### config.mk
export PLATFORM = sky130hd
export DESIGN_NAME = ppmfrr_clamp
export DESIGN_NICKNAME = d
export VERILOG_FILES = /design/src/hw/rtl/ppmfrr_pkg.sv /design/src/hw/rtl/ppmfrr_clamp.sv
export SDC_FILE = /design/constraint.sdc
export NUM_CORES = 1
export LEC_CHECK = 0
export ABC_AREA = 1
export BUFFER_PORTS_ARGS = -buffer_cell sky130_fd_sc_hd__clkbuf_2
export CAP_MARGIN = 10
export CORE_AREA = 2 2 83 85
export DETAILED_ROUTE_END_ITERATION = 16
export DIE_AREA = 0 0 85 87
export PLACE_DENSITY = 0.88
export SLEW_MARGIN = 20
export SYNTH_ARGS = -nofsm -noshare
export SYNTH_HDL_FRONTEND = slang
export SYNTH_SLANG_ARGS = --single-unit
### constraint.sdc
create_clock -name vclk -period 1.9
set_input_delay 0.095 -clock vclk [all_inputs]
set_output_delay 0.095 -clock vclk [all_outputs]
set_load 0.01 [all_outputs]
### src/hw/rtl/ppmfrr_pkg.sv
// Package for the PPM frame record/replay block.
// Holds the channel word and frame types, the switch and button bit positions
// and the per-channel clamp limits. Depends on nothing.
`default_nettype none

package ppmfrr_pkg;

	localparam int CHANNELS = 6;
	localparam int CH_W     = 18;
	localparam int POS_W    = 6;
	localparam int DEB_W    = 16;

	typedef logic [CH_W-1:0] ch_t;
	typedef ch_t [CHANNELS-1:0] frame_t;
	typedef logic [POS_W-1:0] pos_t;
	typedef logic [DEB_W-1:0] deb_t;

	// Bit positions in the switches field.
	localparam int SW_HW_RELAY = 0;
	localparam int SW_RECORD   = 1;
	localparam int SW_REPLAY   = 2;
	localparam int SW_FILTER   = 3;

	// Bit positions in the buttons field.
	localparam int BTN_STORE  = 0;
	localparam int BTN_REWIND = 1;
	localparam int BTN_EMIT   = 2;
	localparam int BTN_BACK   = 3;

	localparam deb_t DEBOUNCE_RESET = 16'd8;

	localparam ch_t CH_MIN [CHANNELS] = '{
		18'd68000, 18'd70000, 18'd70000, 18'd67000, 18'd60000, 18'd60000
	};
	localparam ch_t CH_MAX [CHANNELS] = '{
		18'd151700, 18'd151200, 18'd152300, 18'd159000, 18'd162500, 18'd162500
	};

endpackage

`default_nettype wire

### src/hw/rtl/ppmfrr_clamp.sv
// Per-channel pulse width limiter for the PPM frame record/replay block.
// Depends on ppmfrr_pkg for the frame type and the fixed limits.
`default_nettype none

module ppmfrr_clamp (
	input  wire logic               en,
	input  wire ppmfrr_pkg::frame_t frame_in,
	output ppmfrr_pkg::frame_t      frame_out
);
	import ppmfrr_pkg::*;

	always_comb begin
		for (int c = 0; c < CHANNELS; c++) begin
			frame_out[c] = frame_in[c];
			if (en) begin
				if (frame_in[c] < CH_MIN[c]) begin
					frame_out[c] = CH_MIN[c];
				end else if (frame_in[c] > CH_MAX[c]) begin
					frame_out[c] = CH_MAX[c];
				end
			end
		end
	end

endmodule

`default_nettype wire

# Yosys cells after proc, flatten, opt, wreduce, memory -nomap -nowiden
# Index checks and enable logic that the tools add are counted.
word_totals:
  regBits: 0
  elab_cells: 30
  input_bits: 109
classes:
  n_lt_le_gt_ge: 12
  mux: 18
ops:
  columns: ["op", "n"]
  rows:
  - ["$mux W18", 18]
  - ["$gt A18 B18 Y1 const B", 6]
  - ["$lt A18 B17 Y1 const B", 4]
  - ["$lt A18 B16 Y1 const B", 2]

# Depth between registers and ports, before layout
logic_depth:
  word_depth: 4
  depth_mapped: 12
  depth_no_buf: 11

# Least setup slack after synthesis
# OpenSTA, ideal clock, no wires.
synth_path:
  kind: "input to output"
  startpoint: "input frame_in[6] (netlist bit)"
  endpoint: "output frame_out[0] (netlist bit)"
  slack_ns: 0.839
  required_ns: 1.805
  path_stages: 9
  arrival_ns: 0.966
  path_cell_list: "nor2_1 nor2_1 nor2_1 nand2_1 nand2_1 nand2_1 nand2_2 nand2_1 nor2_1"
synth_rtl:
  columns: ["element", "line", "rtl"]
  rows:
  - ["start: declaration", "ppmfrr_clamp.sv:7", "input wire ppmfrr_pkg::frame_t frame_in,"]
  - ["end: declaration", "ppmfrr_clamp.sv:8", "output ppmfrr_pkg::frame_t frame_out"]

==> reports/summary.txt <==
==============================================================================
Detailed-route vias per instance                                         4.576
Global placement routability congestion                                 0.9036
Overall routing resource usage                                          19.63%
Initial core utilization                                                33.31%
Library cell with the largest summed area after synthesis         sky130_fd_sc_hd__nand2_1
Count of nets after finishing                                              836
Fin. Hold Viols                                                              0
Count of nets left with antenna violations after detail routing              0
Post-CTS Setup Bufs                                                          0
Setup crit end kind                                                 output pin
Worst max-slew margin expressed relative to the limit                   65.24%
Highest metal used                                                        met4
Number of violations of the max-capacitance limit                            0
Number of standard cells in the final layout excluding fillers             805
Comb pwr share                                                          100.0%
Drt initial violations                                                     134
Antenna violations before repair                                             0
Worst vdd rail ir drop                                             0.0001386 V
Largest net degree at the start of global routing                           14
DRC violations left                                                          0
Maximum net fanout on the critical path                                     11
Number of iterations in the first detailed-routing pass                      5
Sw Pwr                                                                499.3 µW
Power density over the cells                                      250.9 nW/µm²
Cell row count                                                              30
Sequential share of power                                                   0%
Detailed-routed wire length on met3                                     597 µm
Critical Path Source Type                                            input pin
Utilization of the core after routing                                   50.61%
Cell count after placement                                                 805
Slew Limit Fails                                                             0
Placed cell area                                                      3324 µm²
Total Die Area                                                        7395 µm²
Clock buffer cells                                                           0
Critical Path RT                                                       1800 ps
Switching Share                                                         59.86%
Worst setup startpoint                                            frame_in[100]
Path type of the worst setup path                                 input pin to output pin
Critical path arrival                                                  1480 ps
Unrepaired setup endpoints after global routing                          false
Sequential element share of the synthesized area                            0%
Wire length of the first global-routing pass                          12.80 mm
Resized cells post-CTS                                                       0
Ports                                                                      217
Netlist cell types                                                          23
Setup tns final                                                           0 ps
Final min period                                                       1570 ps
Post-Route M1 WL                                                      3.429 mm
Ranking of synthesized cells by area                              sky130_fd_sc_hd__nand2_1 (31%), sky130_fd_sc_hd__inv_1 (19%), sky130_fd_sc_hd__nor2_1 (18%)
Achievable frequency                                                 636.8 MHz
Share of the synthesized area in the top cell type                      30.87%
Std-Cell Core Area                                                    6569 µm²
Share of layout cells above drive strength 1                            31.86%
Gr ovfl total                                                                0
Flip-flop and latch count                                                    0
Internal                                                              334.8 µW
Share of power burned in the clock network                                  0%
Number of diodes                                                             0
Detailed-route wire length per cell                                   10.18 µm
Footprint of the flip-flops and latches                                  0 µm²
HPWL reported at the end of detailed placement                        7.197 mm
Result of the run                                                 finished clean
Area overhead of the layout relative to synthesis                       51.92%
Area of all placed cells without fillers                              3324 µm²
Wire length on met2                                                   4.074 mm
Total of buffers placed on input and output ports                          217
Actual slew at the worst max-slew pin                                 520.8 ps
Post-synth design cell area                                           2188 µm²
Setup violation total in the final timing report                             0
Post-synthesis cell count                                                  517
Hold path startpoint                                              frame_in[17]
Die Span Y                                                               87 µm
Die width                                                                85 µm
Count of yosys warnings during synthesis                                     0
Vias in the first global route                                            3041
Ratio of final minimum period to clock period                           82.65%
Post-synthesis net count                                                   626
Path type of the worst min-delay path                             input pin to output pin
Aggregate routed wire length                                          8.197 mm
Vias after detailed routing                                               3684
Per-instance average area after synthesis                            4.233 µm²
Leakage power of the design                                           2.388 nW
Cts-stage hold buffer count                                                  0
==============================================================================
[worst max-delay path, stage by stage]
cell                       delay, ps
sky130_fd_sc_hd__clkbuf_2         90
sky130_fd_sc_hd__inv_1            90
sky130_fd_sc_hd__nand3_1          80
sky130_fd_sc_hd__inv_1            70
sky130_fd_sc_hd__nand3_1          90
sky130_fd_sc_hd__nor2_1          110
sky130_fd_sc_hd__nor2_1           40
sky130_fd_sc_hd__nand2_1         280
sky130_fd_sc_hd__nand2_1         210
sky130_fd_sc_hd__nor2_1          150
sky130_fd_sc_hd__clkbuf_2        150
[layout by cell type, fill, tap and decap left out]
master / count
sky130_fd_sc_hd__nor3_1: 6
sky130_fd_sc_hd__a31oi_1: 2
sky130_fd_sc_hd__o21ai_0: 6
sky130_fd_sc_hd__clkbuf_2: 217
sky130_fd_sc_hd__nand3_2: 1
sky130_fd_sc_hd__o211ai_1: 1
sky130_fd_sc_hd__nand2_2: 6
sky130_fd_sc_hd__o21bai_1: 1
sky130_fd_sc_hd__inv_1: 108
sky130_fd_sc_hd__nor2_2: 1
sky130_fd_sc_hd__buf_4: 5
sky130_fd_sc_hd__nand2_1: 180
sky130_fd_sc_hd__nor2_1: 106
sky130_fd_sc_hd__nand3b_1: 16
sky130_fd_sc_hd__nand4_1: 12
sky130_fd_sc_hd__inv_2: 1
sky130_fd_sc_hd__a21oi_1: 22
sky130_fd_sc_hd__nand3_1: 33
sky130_fd_sc_hd__and2_1: 1
[per-layer routing]
layer	vias to the layer above	track usage, %
met5	-	0
met4	0	1.876
met3	8	1.896
met2	133	35.87
met1	1566	25.80
li1	1977	-
[through the flow]
step,setup WS (ps),hold WS [ps],power [mW]
finish,329.7,430.0,0.8341
global route,148.6,439.1,0.9282
CTS,343.1,429.6,0.8337
detailed placement,345.8,429.3,0.8304
global placement,367.5,422.3,0.8241
floorplan,839.5,277.1,0.4428
[path summary, 6_finish.rpt]
check	endpoint	slack, ps	cells past startpoint
setup / recovery	frame_out[90]	330	11
hold / removal	frame_out[17]	430	2
[power groups by stage]
stage               clock (mW)  combinational, mW  sequential [mW]
global placement             0              0.824                0
detailed placement           0              0.830                0
global route                 0              0.928                0
CTS                          0              0.834                0
floorplan                    0              0.443                0
finish                       0              0.834                0
[final cells by class]
class | count | area [µm²]
fill | 744 | 3244
timing repair buffer | 222 | 1124
tap | 80 | 100.1
inverter | 109 | 409.1
multi-input combinational | 394 | 1692
[cell families (layout without fill, tap and decap cells)]
family	after synthesis	after routing	synth area share, %
buffers and inverters	123	331	22.70
and+or+nand+nor	362	362	69.64
AOI/OAI and AO/OA	32	32	7.662
[Yosys cell counts]
cell type	count
sky130_fd_sc_hd__dlygate4sd1_1	1
sky130_fd_sc_hd__clkbuf_1	5
sky130_fd_sc_hd__nand3b_1	16
sky130_fd_sc_hd__buf_4	2
sky130_fd_sc_hd__o211ai_1	1
sky130_fd_sc_hd__inv_2	1
sky130_fd_sc_hd__o21bai_1	1
sky130_fd_sc_hd__and2_1	1
sky130_fd_sc_hd__nand2_1	180
sky130_fd_sc_hd__buf_2	4
sky130_fd_sc_hd__o21ai_0	6
sky130_fd_sc_hd__nor2_2	1
sky130_fd_sc_hd__nand3_1	33
sky130_fd_sc_hd__nand2_2	6
sky130_fd_sc_hd__a31oi_1	2
sky130_fd_sc_hd__nor2_1	106
sky130_fd_sc_hd__buf_6	1
sky130_fd_sc_hd__a21oi_1	22
sky130_fd_sc_hd__nand3_2	1
sky130_fd_sc_hd__clkbuf_8	1
sky130_fd_sc_hd__nand4_1	12
sky130_fd_sc_hd__inv_1	108
sky130_fd_sc_hd__nor3_1	6
(Power assumes the default switching activity.)
